$ cat src/sv/ilist_pkg.sv
package ilist_pkg;

    // Operation codes carried in the request's tuser field.
    localparam logic [1:0] MODE_INSERT = 2'd0;
    localparam logic [1:0] MODE_DELETE = 2'd1;
    localparam logic [1:0] MODE_FIND   = 2'd2;
    localparam logic [1:0] MODE_READ   = 2'd3;

    // Result status codes.
    localparam logic [1:0] STAT_OK       = 2'd0;
    localparam logic [1:0] STAT_FULL     = 2'd1;
    localparam logic [1:0] STAT_RANGE    = 2'd2;
    localparam logic [1:0] STAT_NOTFOUND = 2'd3;

    // Commands broadcast to the row of cells.
    localparam logic [1:0] CMD_NOP    = 2'd0;
    localparam logic [1:0] CMD_INSERT = 2'd1;
    localparam logic [1:0] CMD_DELETE = 2'd2;
    localparam logic [1:0] CMD_ROTATE = 2'd3;

    localparam int DATA_W = 32;

    typedef struct packed {
        logic [1:0]        op;
        logic [DATA_W-1:0] value;
    } cell_cmd_t;

    typedef struct packed {
        logic [4:0]        item_count;
        logic [DATA_W-1:0] read_value;
        logic [3:0]        found_position;
        logic [1:0]        status;
    } result_t;

endpackage

$ cat src/sv/indexed_list_insert_delete_search.sv
// Ordered list of up to CAPACITY signed 32-bit values held in a row of cells,
// position 0 in cell 0. Each request carries an operation in tuser (insert,
// delete, find first match, read position) and returns exactly one result
// with a status (ok, full, out of range, not found) and the entry count after
// the operation. Insert and delete move the whole row at once, and such a
// request and any request rejected for range or fullness puts its result
// straight into the holding register. Find and an in-range read rotate the
// row once around through cell 0, where a single comparator and capture
// register look at one entry a cycle. One finished result can wait in a
// holding register while the output register is stalled, so the next
// request is accepted even while the output waits.
module indexed_list_insert_delete_search import ilist_pkg::*; #(
    parameter int CAPACITY = 16
) (
    input  logic        clk,
    input  logic        rst_n,
    input  logic        s_tvalid,
    output logic        s_tready,
    input  logic [39:0] s_tdata,   // position [4:0], value [36:5], zeros above
    input  logic [1:0]  s_tuser,   // mode [1:0]
    output logic        m_tvalid,
    input  logic        m_tready,
    output logic [47:0] m_tdata    // status [1:0], found_position [5:2],
                                   // read_value [37:6], item_count [42:38],
                                   // zeros above
);

    localparam int IDX_W = (CAPACITY > 1) ? $clog2(CAPACITY) : 1;
    localparam int CNT_W = $clog2(CAPACITY + 1);
    localparam int CMP_W = CNT_W + 5;

    localparam logic [1:0] ST_IDLE = 2'd0;
    localparam logic [1:0] ST_SCAN = 2'd1;
    localparam logic [1:0] ST_DONE = 2'd2;

    // Request fields.
    logic [1:0]        in_mode;
    logic [4:0]        in_position;
    logic [DATA_W-1:0] in_value;

    assign in_mode     = s_tuser;
    assign in_position = s_tdata[4:0];
    assign in_value    = s_tdata[36:5];

    // Control state.
    logic [1:0]        state_reg, state_next;
    logic [CNT_W-1:0]  count_reg, count_next;
    logic [IDX_W-1:0]  step_reg, step_next;
    logic              is_find_reg, is_find_next;
    logic [IDX_W-1:0]  pos_reg, pos_next;
    logic [DATA_W-1:0] key_reg, key_next;
    logic              hit_reg, hit_next;
    logic [IDX_W-1:0]  found_reg, found_next;
    logic [DATA_W-1:0] rd_reg, rd_next;

    // Holding register and output register.
    logic              pend_valid_reg, pend_valid_next;
    result_t           pend_reg, pend_next;
    logic              out_valid_reg, out_valid_next;
    result_t           out_reg, out_next;

    cell_cmd_t         cmd;
    logic [IDX_W-1:0]  cell_pos;
    logic [DATA_W-1:0] cell_data [CAPACITY];

    logic              accept;
    logic [CMP_W-1:0]  pos_ext;
    logic [CMP_W-1:0]  cnt_ext;
    logic              is_full;
    logic [CNT_W-1:0]  step_cnt;
    logic [IDX_W+3:0]  found_wide;
    logic [CNT_W+4:0]  count_wide;
    logic [CNT_W+4:0]  count_next_wide;

    assign s_tready = (state_reg == ST_IDLE) && !pend_valid_reg;
    assign accept   = s_tvalid && s_tready;

    assign pos_ext  = CMP_W'(in_position);
    assign cnt_ext  = CMP_W'(count_reg);
    assign is_full  = (count_reg == CNT_W'(CAPACITY));
    assign step_cnt = CNT_W'(step_reg);

    assign found_wide      = {4'd0, found_reg};
    assign count_wide      = {5'd0, count_reg};
    assign count_next_wide = {5'd0, count_next};

    // The row of cells; each neighbor wraps around at the ends so that a full
    // rotation brings every entry back to its place.
    genvar gi;
    generate
        for (gi = 0; gi < CAPACITY; gi++)
        begin : g_cell
            ilist_cell #(
                .IDX_W (IDX_W),
                .INDEX (gi)
            ) u_cell (
                .clk        (clk),
                .cmd        (cmd),
                .pos        (cell_pos),
                .left_data  (cell_data[(gi + CAPACITY - 1) % CAPACITY]),
                .right_data (cell_data[(gi + 1) % CAPACITY]),
                .data       (cell_data[gi])
            );
        end
    endgenerate

    always_comb
    begin
        state_next      = state_reg;
        count_next      = count_reg;
        step_next       = step_reg;
        is_find_next    = is_find_reg;
        pos_next        = pos_reg;
        key_next        = key_reg;
        hit_next        = hit_reg;
        found_next      = found_reg;
        rd_next         = rd_reg;
        pend_valid_next = pend_valid_reg;
        pend_next       = pend_reg;
        out_valid_next  = out_valid_reg;
        out_next        = out_reg;
        cmd.op          = CMD_NOP;
        cmd.value       = in_value;
        cell_pos        = pos_ext[IDX_W-1:0];

        // Output side: the held result moves on whenever the output register
        // is free or being emptied in this cycle.
        if (out_valid_reg && m_tready)
            out_valid_next = 1'b0;
        if (pend_valid_reg && (!out_valid_reg || m_tready))
        begin
            out_valid_next  = 1'b1;
            out_next        = pend_reg;
            pend_valid_next = 1'b0;
        end

        case (state_reg)
            ST_IDLE:
            begin
                if (accept)
                begin
                    pend_next.status         = STAT_OK;
                    pend_next.found_position = 4'd0;
                    pend_next.read_value     = '0;
                    step_next    = '0;
                    hit_next     = 1'b0;
                    found_next   = '0;
                    rd_next      = '0;
                    key_next     = in_value;
                    pos_next     = pos_ext[IDX_W-1:0];
                    is_find_next = (in_mode == MODE_FIND);
                    case (in_mode)
                        MODE_INSERT:
                        begin
                            pend_valid_next = 1'b1;
                            if (is_full)
                                pend_next.status = STAT_FULL;
                            else if (pos_ext > cnt_ext)
                                pend_next.status = STAT_RANGE;
                            else
                            begin
                                cmd.op     = CMD_INSERT;
                                count_next = count_reg + CNT_W'(1);
                            end
                        end
                        MODE_DELETE:
                        begin
                            pend_valid_next = 1'b1;
                            if (pos_ext >= cnt_ext)
                                pend_next.status = STAT_RANGE;
                            else
                            begin
                                cmd.op     = CMD_DELETE;
                                count_next = count_reg - CNT_W'(1);
                            end
                        end
                        MODE_FIND:
                        begin
                            state_next = ST_SCAN;
                        end
                        default:
                        begin
                            if (pos_ext >= cnt_ext)
                            begin
                                pend_valid_next  = 1'b1;
                                pend_next.status = STAT_RANGE;
                            end
                            else
                                state_next = ST_SCAN;
                        end
                    endcase
                    pend_next.item_count = count_next_wide[4:0];
                end
            end
            ST_SCAN:
            begin
                // Cell 0 holds the entry at list position step_reg.
                cmd.op = CMD_ROTATE;
                if (is_find_reg && !hit_reg && (step_cnt < count_reg)
                    && (cell_data[0] == key_reg))
                begin
                    hit_next   = 1'b1;
                    found_next = step_reg;
                end
                if (!is_find_reg && (step_reg == pos_reg))
                    rd_next = cell_data[0];
                step_next = step_reg + IDX_W'(1);
                if (step_reg == IDX_W'(CAPACITY - 1))
                    state_next = ST_DONE;
            end
            ST_DONE:
            begin
                pend_valid_next          = 1'b1;
                pend_next.item_count     = count_wide[4:0];
                pend_next.read_value     = rd_reg;
                pend_next.found_position = found_wide[3:0];
                pend_next.status         = STAT_OK;
                if (is_find_reg && !hit_reg)
                begin
                    pend_next.status         = STAT_NOTFOUND;
                    pend_next.found_position = 4'd0;
                end
                state_next = ST_IDLE;
            end
            default:
            begin
                state_next = ST_IDLE;
            end
        endcase
    end

    always_ff @(posedge clk or negedge rst_n)
    begin
        if (!rst_n)
        begin
            state_reg      <= ST_IDLE;
            count_reg      <= '0;
            step_reg       <= '0;
            hit_reg        <= 1'b0;
            pend_valid_reg <= 1'b0;
            out_valid_reg  <= 1'b0;
        end
        else
        begin
            state_reg      <= state_next;
            count_reg      <= count_next;
            step_reg       <= step_next;
            hit_reg        <= hit_next;
            pend_valid_reg <= pend_valid_next;
            out_valid_reg  <= out_valid_next;
        end
    end

    always_ff @(posedge clk)
    begin
        is_find_reg <= is_find_next;
        pos_reg     <= pos_next;
        key_reg     <= key_next;
        found_reg   <= found_next;
        rd_reg      <= rd_next;
        pend_reg    <= pend_next;
        out_reg     <= out_next;
    end

    assign m_tvalid = out_valid_reg;
    assign m_tdata  = {5'd0, out_reg};

    // The entry count never passes the capacity.
    a_count_bound: assert property (@(posedge clk) disable iff (!rst_n)
        count_reg <= CNT_W'(CAPACITY))
        else $error("entry count above capacity");

    // While the row rotates, no result may be waiting in the holding register.
    a_scan_no_pend: assert property (@(posedge clk) disable iff (!rst_n)
        (state_reg == ST_SCAN) |-> !pend_valid_reg)
        else $error("held result present during a scan");

    // A successful insert grows the list by exactly one entry.
    a_insert_count: assert property (@(posedge clk) disable iff (!rst_n)
        (accept && (in_mode == MODE_INSERT) && !is_full && (pos_ext <= cnt_ext))
        |=> (count_reg == $past(count_reg) + CNT_W'(1)))
        else $error("insert did not grow the list by one");

    // The count only changes on an accepted request.
    a_count_stable: assert property (@(posedge clk) disable iff (!rst_n)
        !accept |=> $stable(count_reg))
        else $error("entry count changed without a request");

endmodule

$ cat src/sv/ilist_cell.sv
module ilist_cell import ilist_pkg::*; #(
    parameter int IDX_W = 4,
    parameter int INDEX = 0
) (
    input  logic              clk,
    input  cell_cmd_t         cmd,
    input  logic [IDX_W-1:0]  pos,
    input  logic [DATA_W-1:0] left_data,
    input  logic [DATA_W-1:0] right_data,
    output logic [DATA_W-1:0] data
);

    logic [DATA_W-1:0] data_reg;
    logic [DATA_W-1:0] data_next;
    logic [IDX_W-1:0]  my_idx;

    assign my_idx = IDX_W'(INDEX);

    // Insert shifts entries above the position up and loads the new value at
    // the position; delete shifts entries from the position on down; rotate
    // moves every entry one place toward the head.
    always_comb
    begin
        data_next = data_reg;
        case (cmd.op)
            CMD_INSERT:
            begin
                if (my_idx > pos)
                    data_next = left_data;
                else if (my_idx == pos)
                    data_next = cmd.value;
            end
            CMD_DELETE:
            begin
                if (my_idx >= pos)
                    data_next = right_data;
            end
            CMD_ROTATE:
            begin
                data_next = right_data;
            end
            default:
            begin
                data_next = data_reg;
            end
        endcase
    end

    always_ff @(posedge clk)
    begin
        data_reg <= data_next;
    end

    assign data = data_reg;

endmodule
$ cat config.mk
export PLATFORM = sky130hd
export DESIGN_NAME = indexed_list_insert_delete_search
export DESIGN_NICKNAME = d
export VERILOG_FILES = /design/src/sv/ilist_pkg.sv /design/src/sv/indexed_list_insert_delete_search.sv /design/src/sv/ilist_cell.sv
export SDC_FILE = /design/constraint.sdc
export NUM_CORES = 1
export LEC_CHECK = 0
export BUFFER_PORTS_ARGS = -buffer_cell sky130_fd_sc_hd__buf_2
export CORE_MARGIN = 2
export CORE_UTILIZATION = 35
export DETAILED_ROUTE_END_ITERATION = 10
export GPL_TIMING_DRIVEN = 1
export MAX_ROUTING_LAYER = met4
export PLACE_DENSITY = 0.6
export SYNTH_ARGS = -nofsm -noshare
export SYNTH_HDL_FRONTEND = slang
export SYNTH_SLANG_ARGS = --single-unit
$ cat constraint.sdc
create_clock -name clk -period 9.8 [get_ports clk]
set_input_delay 1.96 -clock clk [delete_from_list [all_inputs] [get_ports clk]]
set_output_delay 1.96 -clock clk [all_outputs]
set_load 0.02 [all_outputs]
==> results of run 1 <==
## Yosys cell counts, drive strengths merged (9+ instances only)
library cell | n | area share
edfxtp | 671 | 0.61
nand2 | 496 | 0.056
o21ai | 496 | 0.075
mux2i | 480 | 0.15
clkbuf | 144 | 0.018
and2 | 76 | 0.014
buf | 70 | 0.023
mux2 | 37 | 0.013
xor2 | 32 | 0.0085
inv | 15 | 0.0017
dfrtp | 14 | 0.011
ha | 12 | 0.0045
nor2 | 12 | 0.0019
xnor2 | 9 | 0.0024
## power groups by stage
| stage | clock network [mW] | registers (mW) | logic [mW] |
|---|---|---|---|
| final | 2.60 | 6.05 | 3.40 |
| after global routing | 2.76 | 6.21 | 3.81 |
| after CTS | 2.66 | 6.05 | 3.42 |
| after detailed placement | 0 | 6.10 | 3.41 |
| after global placement | 0 | 6.03 | 3.28 |
| after floorplan | 0 | 5.84 | 2.62 |
## metrics by stage
step                std cells  utilization  power [mW]
finish                   3950        0.391        12.1
global route             3948        0.391        12.8
CTS                      3941        0.391        12.1
detailed placement       3815        0.368        9.51
global placement         3815        0.368        9.31
floorplan                2649            -        8.46
## cells in the final DEF, fill, tap and decap left out, types with 19 or more instances in the layout
cell type / Yosys / routed
sky130_fd_sc_hd__clkbuf_16: 0 / 75
sky130_fd_sc_hd__mux2_2: 35 / 35
sky130_fd_sc_hd__and2_1: 76 / 75
sky130_fd_sc_hd__edfxtp_1: 671 / 671
sky130_fd_sc_hd__xor2_1: 32 / 32
sky130_fd_sc_hd__clkbuf_1: 112 / 19
sky130_fd_sc_hd__buf_2: 7 / 86
sky130_fd_sc_hd__mux2i_1: 480 / 480
sky130_fd_sc_hd__buf_4: 6 / 37
sky130_fd_sc_hd__o21ai_1: 220 / 217
sky130_fd_sc_hd__o21ai_0: 274 / 267
sky130_fd_sc_hd__nand2_1: 496 / 490
## cell families (layout without fill, tap and decap cells)
| kind of cell | after synthesis | after routing |
|---|---|---|
| other | 1 | 14 |
| DFF | 685 | 685 |
| AOI/OAI and AO/OA | 529 | 529 |
| muxes | 517 | 517 |
| and+or+nand+nor | 631 | 631 |
| xor gates and xnor gates | 41 | 41 |
| adders and majority gates | 12 | 12 |
| buffers and inverters | 229 | 267 |
## worst max path at each step
stage	endpoint	slack, ns	cells past startpoint
finish	g_cell[9].u_cell.data[30]	4.09	9
CTS	g_cell[9].u_cell.data[30]	4.13	9
global route	g_cell[9].u_cell.data[19]	3.91	9
global placement	g_cell[9].u_cell.data[30]	3.54	9
floorplan	g_cell[2].u_cell.data[0]	3.33	8
detailed placement	g_cell[9].u_cell.data[30]	3.49	9
## metal layers
| metal | track usage | part of all wire | vias to the layer above |
|---|---|---|---|
| li1 | - | - | 9606 |
| met1 | 0.209 | 0.43 | 10000 |
| met2 | 0.277 | 0.49 | 599 |
| met3 | 0.0240 | 0.058 | 121 |
| met4 | 0.0527 | 0.025 | 0 |
| met5 | - | 0 | - |
## cell type report
class / instances / share of cell area
antenna: 9 / 0.000616
clock buffer: 96 / 0.0540
clock inverter: 30 / 0.00582
inverter: 15 / 0.00154
multi-input combinational: 1735 / 0.314
sequential: 685 / 0.561
tap: 1254 / 0.0429
timing repair buffer: 126 / 0.0210
## worst max-delay path: cells and delay by family
kind / cells / cell delay, ns
AND/OR/NAND/NOR: 2 / 0.43
AO/OA/AOI/OAI: 3 / 1.78
adder cells (fa/ha/maj): 1 / 0.33
buffers and inverters: 2 / 0.69
multiplexers: 1 / 0.71
==> results.md, run 1 <==
- The routed design has 81.0 mm of wire.
- The maximum fanout encountered on the critical timing path is 20.
- The most used flip-flop cell after synthesis is sky130_fd_sc_hd__edfxtp_1.
- The routed via count divided by cell count is 5.15.
- After synthesis, the mean cell area works out to 12.5 um^2.
- The global-route congestion overflow total is 0.
- For this run, asynchronously set or reset flops after synthesis account for 0.0204.
- Of the total synthesized cell area, the portion taken by AND, OR, NAND and NOR gates is 0.0817.
- In this run the cell area of the synthesized design comes to 0.0331 mm^2.
- The final critical-path share of the clock period is 0.582.
- The synthesized netlist contains 54 unique library cells.
- On the final layout, the worst clock skew is 0.0165 ns.
- The first global-routing pass estimated 121 mm of wire.
- Setup repair after global routing left no endpoint under its margin.
- The share of post-route cells with drive strength above 1 is 0.108.
- The internal portion of the total power is 7.88 mW.
- The worst-path cell with the longest stage delay is sky130_fd_sc_hd__o221ai_4.
- The shortest clock period the worst path allows after layout is 5.71 ns.
- In this run, synthesis inferred 671 flip-flops with an integrated enable.
- The starting DRC count in detailed routing is 1948.
- The share of total power dissipated in sequential elements is 0.502.
- Entering global routing, the biggest net connects 327 pins.
- Clock-pin slew was measured on the worst setup and hold paths at 0.06 ns.
- The initial standard-cell utilization of the core is 0.354.
- The count of TritonRoute iterations in the first routing pass is 6.
- The number of synthesized register bits is 685.
- The maximum operating frequency is 0.175 GHz.
- The worst-case clock buffer depth is 3.
- The fraction of power consumed by the clock network is 0.216.
- The total leakage power is 14.5 nW.
- The root buffer cell is sky130_fd_sc_hd__clkbuf_16.
- The delay of the slowest cell on the worst path is 0.95 ns.
- By area, the combinational part of the netlist is dominated by multiplexers.
- For the worst-skew pair, the clock arrives at the later sink with an insertion delay of 0.61 ns.
- The number of buffers created by CTS is 70.
- For this design the ratio of total power to cell area is 330 mW/mm^2.
- Of the synthesized area, sequential elements account for 0.620.
- The die width is 311 um.
- In the final design database the tool counted 2691 nets.
- The count of input and output buffers is 87.
- STA classifies the critical path startpoint as an input port.
- The headroom to the max-slew limit is 0.0822.
- The register with the most flip-flops in the layout has 512 of them.
- The most critical setup path has its startpoint at s_tdata[1].
- The total of max-cap violations is 0.
- The floorplan core area is 0.0935 mm^2.
- The CTS sink count is 685.
- The fraction of synthesized area in multiplexers is 0.158.
- The initial antenna violation count is 10.
- The adder-cell share of the synthesized area is 0.00454.
- The capturing point of the worst reg2reg path is g_cell[9].u_cell.data[30].
- After clock tree synthesis, the repair step resized 0 gates.
- At the worst endpoint, the required time is 10.06 ns.
- At the worst endpoint, the arrival time is 5.96 ns.
- The via count is 20400.
- Prior to clock tree synthesis, the placed netlist has a worst setup slack of 3.49 ns.
- The signal on the critical path passes through buf_2 > ha_1 > nor2b_1 > o211ai_1 > a21boi_0 > nor3b_1 > o221ai_4 > mux2_2 > buf_4.
- The worst hold path terminates at m_tdata[22].
- The startpoint of the worst-slack reg-to-reg timing path is count_reg[1].
- The overall routing resource usage is 0.166.
- The number of slew-limit violations in the final report was 0.
- The worst hold path begins at pend_reg[22].
- The number of nets still failing antenna checks after routing is 0.
- For this design the total switching power over the nets is 4.17 mW.
- The number of endpoints with negative hold slack in the final report is 0.
- The via count of the first global-routing pass is 19700.
- The post-synthesis to final-layout area growth is 10.6%.
- The share of total power dissipated in combinational logic is 0.282.
- The H-tree was split into 3 levels.
- TritonCTS built the clock tree.
- Measured in cells, the most critical reg-to-reg path has a length of 9.
- In the post-route analysis, the smallest setup slack over all paths is 4.09 ns.
- The flow ran to the end, and the final reports show no timing, DRC or antenna violations.
- The number of placement rows is 112.
- The half-perimeter wire length after placement is 47.3 mm.
- The number of setup buffers added after CTS is 0.
- The maximum vdd ir drop is 241 uV.
- The post-route setup TNS is 0 ns.
- The multi-input combinational cell area is 0.0115 mm^2.
- The critical path is of the in2reg type.
- The setup violation total in the final timing report is 0.
- The nature of the critical path endpoint is a flop.
- The placed instances occupy a cell area of 0.0344 mm^2.
- In this run the worst hold path is classified as reg2reg.
- The fill cell instance count of the final layout is 8801.
- The Yosys step of the flow raised 0 warnings.
- The height of the chip is 311 um.
- The compound-gate portion of the synthesized area is 0.0828.
- For the pin with the worst max-slew slack, the measured transition is 1.38 ns.
- The number of instances on the worst hold path is 0.
- The xor/xnor share of the synthesized area is 0.0109.
- After routing the design area is 0.0366 mm^2.
- On the final layout, the worst hold slack is 0.418 ns.
- Setup slack on the worst reg-to-reg path comes out at 5.11 ns.
- The hold buffer count at cts is 0.
- The final weighted congestion in routability-driven placement is 0.816.
- During I/O placement, the number of pins put on the boundary was 96.
- After detailed routing, the number of remaining DRC violations is 0.
- The sequential cells in the finished layout cover a total of 0.0205 mm^2.
- Of the total power, the share spent switching nets is 0.346.
- The synthesized instance count is 2645.
- The floorplan step defined a die boundary enclosing 0.0969 mm^2.
- In the final routed layout, each cell accounts on average for 20.5 um.
Note: power is estimated with default switching activity, not from simulation.
==> inputs of run 2 (changes only) <==
==> constraint.sdc (replaced) <==
create_clock -name clk -period 5.6 [get_ports clk]
set_input_delay 1.12 -clock clk [delete_from_list [all_inputs] [get_ports clk]]
set_output_delay 1.12 -clock clk [all_outputs]
set_load 0.02 [all_outputs]
==> run 2 against run 1 <==
Largest cell class unchanged; worst setup slack worse by 2.7 ns; register-to-register slack worse by 3.5 ns; core utilization is 0.51 points higher; sequential cell count stayed put.
==> results.md, run 2 (synthesized netlist as in run 1, its figures left out) <==
- The number of endpoints with negative hold slack in the final report is 0 (unchanged).
- The nature of the critical path endpoint was a flop (unchanged).
- The die width is 311 um (unchanged).
- The net switching power came to 7.48 mW (was 4.17 mW).
- The cell internal power dissipation is 14.1 mW (was 7.88 mW).
- The areal power density over the cells is 583 mW/mm^2 (was 330 mW/mm^2).
- The clock input transition at the sequential cells of the worst setup and hold paths is 0.06 ns (about the same).
- The clock insertion delay at the later pin of the skew report came to 0.62 ns (was 0.61 ns).
- The CTS sink count is 685 (unchanged).
- The total wire length after detailed routing was 84.2 mm (was 81.0 mm).
- The count of input and output buffers came to 87 (unchanged).
- The average detailed-routed wire length per instance came to 21.1 um (was 20.5 um).
- The setup violation total in the final timing report is 0 (unchanged).
- The routed via count divided by cell count is 5.22 (was 5.15).
- The final-stage net count is 2723 (was 2691).
- Static timing analysis puts the maximum clock frequency at 0.236 GHz.
- The category of the most critical setup path is in2reg (unchanged).
- The worst endpoint data arrival time is 4.52 ns (was 5.96 ns).
- The share of the core filled with cells came to 0.396 (was 0.391).
- The fraction of power spent switching nets is 0.346 (about the same).
- The shortest clock period the worst path allows after layout is 4.25 ns.
- The largest net degree at the start of global routing is 237 (was 327).
- The portion of total power attributed to combinational logic is 0.291 (was 0.282).
- The type of the most critical hold path was in2async (was reg2reg).
- Status: complete, no violations (unchanged).
- RSZ-0062 raised after global routing: false (unchanged).
- The element type at the critical path start is an input port (unchanged).
- The flip-flop count of the largest register after layout is 512 (unchanged).
- The number of slew-limit violations in the final report is 0 (unchanged).
- The root buffer cell is sky130_fd_sc_hd__clkbuf_16 (unchanged).
- The number of nets still failing antenna checks after routing was 0 (unchanged).
- The fill cell instance count of the final layout is 8824 (was 8801).
- The headroom to the max-slew limit came to 0.250 (was 0.0822).
- The maximum fanout encountered on the critical timing path is 16 (was 20).
- The hold buffer count at cts is 0 (unchanged).
- The number of placement rows is 112 (unchanged).
- The cell occurring most often along the worst timing path is sky130_fd_sc_hd__buf_4.
- The fraction of power consumed by the clock network is 0.218 (was 0.216).
- The first-pass GRT wire length is 129 mm (was 121 mm).
- The number of buffers inserted by post-CTS setup repair is 0 (unchanged).
- The TritonCTS clock tree is built (unchanged).
- The worst-case clock buffer depth came to 3 (unchanged).
- The global-route congestion overflow total is 0 (unchanged).
- The number of standard cells in the final layout excluding fillers is 3980 (was 3950).
- The floorplan core area is 0.0935 mm^2 (unchanged).
- The transition time of the tightest slew-check pin is 1.12 ns (was 1.38 ns).
- The via count is 20800 (was 20400).
- The share of post-route cells with drive strength above 1 is 0.122 (was 0.108).
- The initial antenna violation count is 13 (was 10).
- Critical path, cell by cell: buf_2 > ha_1 > nor2b_1 > o211ai_1 > a21boi_0 > nor3b_1 > o221ai_4 > buf_4 > o31ai_4 > buf_4 (was buf_2 > ha_1 > nor2b_1 > o211ai_1 > a21boi_0 > nor3b_1 > o221ai_4 > mux2_2 > buf_4).
- The total of max-cap violations is 0 (unchanged).
- The DRC violation count after routing is 0 (unchanged).
- The final worst slack was 1.35 ns (was 4.09 ns).
- The post-synthesis to final-layout area growth was 12.1% (was 10.6%).
- The initial standard-cell utilization of the core is 0.354 (unchanged).
- The overall routing resource usage was 0.177 (was 0.166).
- The number of buffer and inverter stages on the critical path came to 3 (was 2).
- The number of buffers created by CTS is 71 (was 70).
- The post-route setup TNS is 0 ns (unchanged).
- The height of the chip is 311 um (unchanged).
- The delay of the slowest cell on the worst path is 0.75 ns (was 0.95 ns).
- The half-perimeter wire length after placement is 51.9 mm (was 47.3 mm).
- The top-level I/O count is 96 (unchanged).
- The number of H-tree levels came to 3 (unchanged).
- The family with the most delay on the worst path is compound AO/OA/AOI/OAI gates (unchanged).
- The maximum vdd ir drop is 272 uV (was 241 uV).
- The post-cts sizing count was 0 (unchanged).
- The pre-CTS setup slack is 0.831 ns (was 3.49 ns).
- The die area is 0.0969 mm^2 (unchanged).
- The total leakage power is 14.7 nW (was 14.5 nW).
- The starting DRC count in detailed routing is 1971 (was 1948).
- Most used cells in the layout excluding fill and tap cells: sky130_fd_sc_hd__edfxtp_1 (671), sky130_fd_sc_hd__nand2_1 (490), sky130_fd_sc_hd__mux2i_1 (480) (unchanged).
- The worst-path cell with the longest stage delay is sky130_fd_sc_hd__nor3b_1 (was sky130_fd_sc_hd__o221ai_4).
- The final weighted congestion in routability-driven placement was 0.831 (was 0.816).
- The register share of total power is 0.491 (was 0.502).
- The count of TritonRoute iterations in the first routing pass is 5 (was 6).
- The instance count after placement with tap cells included is 3846 (was 3815).
- The via count of the first global-routing pass is 20800 (was 19700).
- The required time at the worst-slack endpoint was 5.87 ns (was 10.06 ns).
- The commonest non-fill, non-tap cell in the layout is sky130_fd_sc_hd__edfxtp_1 (unchanged).
- The final critical-path share of the clock period is 0.758.
- The final clock skew is 0.0265 ns (was 0.0165 ns).
## run 2: changes by cell type in the layout (fill, tap and decap cells not counted), sizes merged
cell,previous run,this run
buf,126,157
bufinv,2,5
clkbuf,96,82
clkinv,25,34
clkinvlp,2,5
diode,9,7
## run 2: cell type report
type,count,area [um^2],area share
Multi-Input combinational cell,1735,11500,0.309
Clock buffer,82,1930,0.0522
Timing Repair Buffer,157,1150,0.0311
Antenna cell,7,17.5,0.000473
Clock inverter,45,362,0.00976
Inverter,15,56.3,0.00152
Sequential cell,685,20500,0.553
Tap cell,1254,1570,0.0423
## run 2: stage by stage
stage | cell area, um^2 | total power [mW] | hold slack [ns]
4_1_cts | 37000 | 21.8 | 0.386
3_5_place_dp | 34700 | 17.0 | 0.405
2_1_floorplan | 33100 | 14.8 | 0.400
6_report | 37000 | 21.6 | 0.404
5_1_grt | 37000 | 23.0 | 0.409
3_3_place_gp | 34700 | 16.6 | 0.401
## run 2: layer usage
layer,vias to the layer above,global-route usage,share of wire,routed length [um]
met2,587,0.295,0.49,41400
li1,9688,-,-,-
met3,102,0.0230,0.056,4740
met4,0,0.0442,0.018,1530
met1,10400,0.227,0.43,36500
met5,-,-,0,0
## run 2: final timing paths
kind	slack (ns)	end	depth (start not counted)	start
max reg2reg	1.59	g_cell[2].u_cell.data[15]	10	count_reg[1]
min reg2reg	0.42	m_tdata[40]	0	pend_reg[40]
max in group asynchronous	4.92	count_reg[0]	1	rst_n
max	1.35	g_cell[2].u_cell.data[15]	10	s_tdata[1]
min in group clk	0.42	m_tdata[40]	0	pend_reg[40]
min	0.40	count_reg[2]	1	rst_n
## run 2: power by group through the flow
| stage | clock (mW) | sequential [mW] | combinational (mW) |
|---|---|---|---|
| 6_report | 4.72 | 10.6 | 6.29 |
| 5_1_grt | 5.02 | 10.9 | 7.05 |
| 4_1_cts | 4.84 | 10.6 | 6.32 |
| 3_5_place_dp | 0 | 10.7 | 6.30 |
| 3_3_place_gp | 0 | 10.6 | 6.08 |
| 2_1_floorplan | 0 | 10.2 | 4.59 |
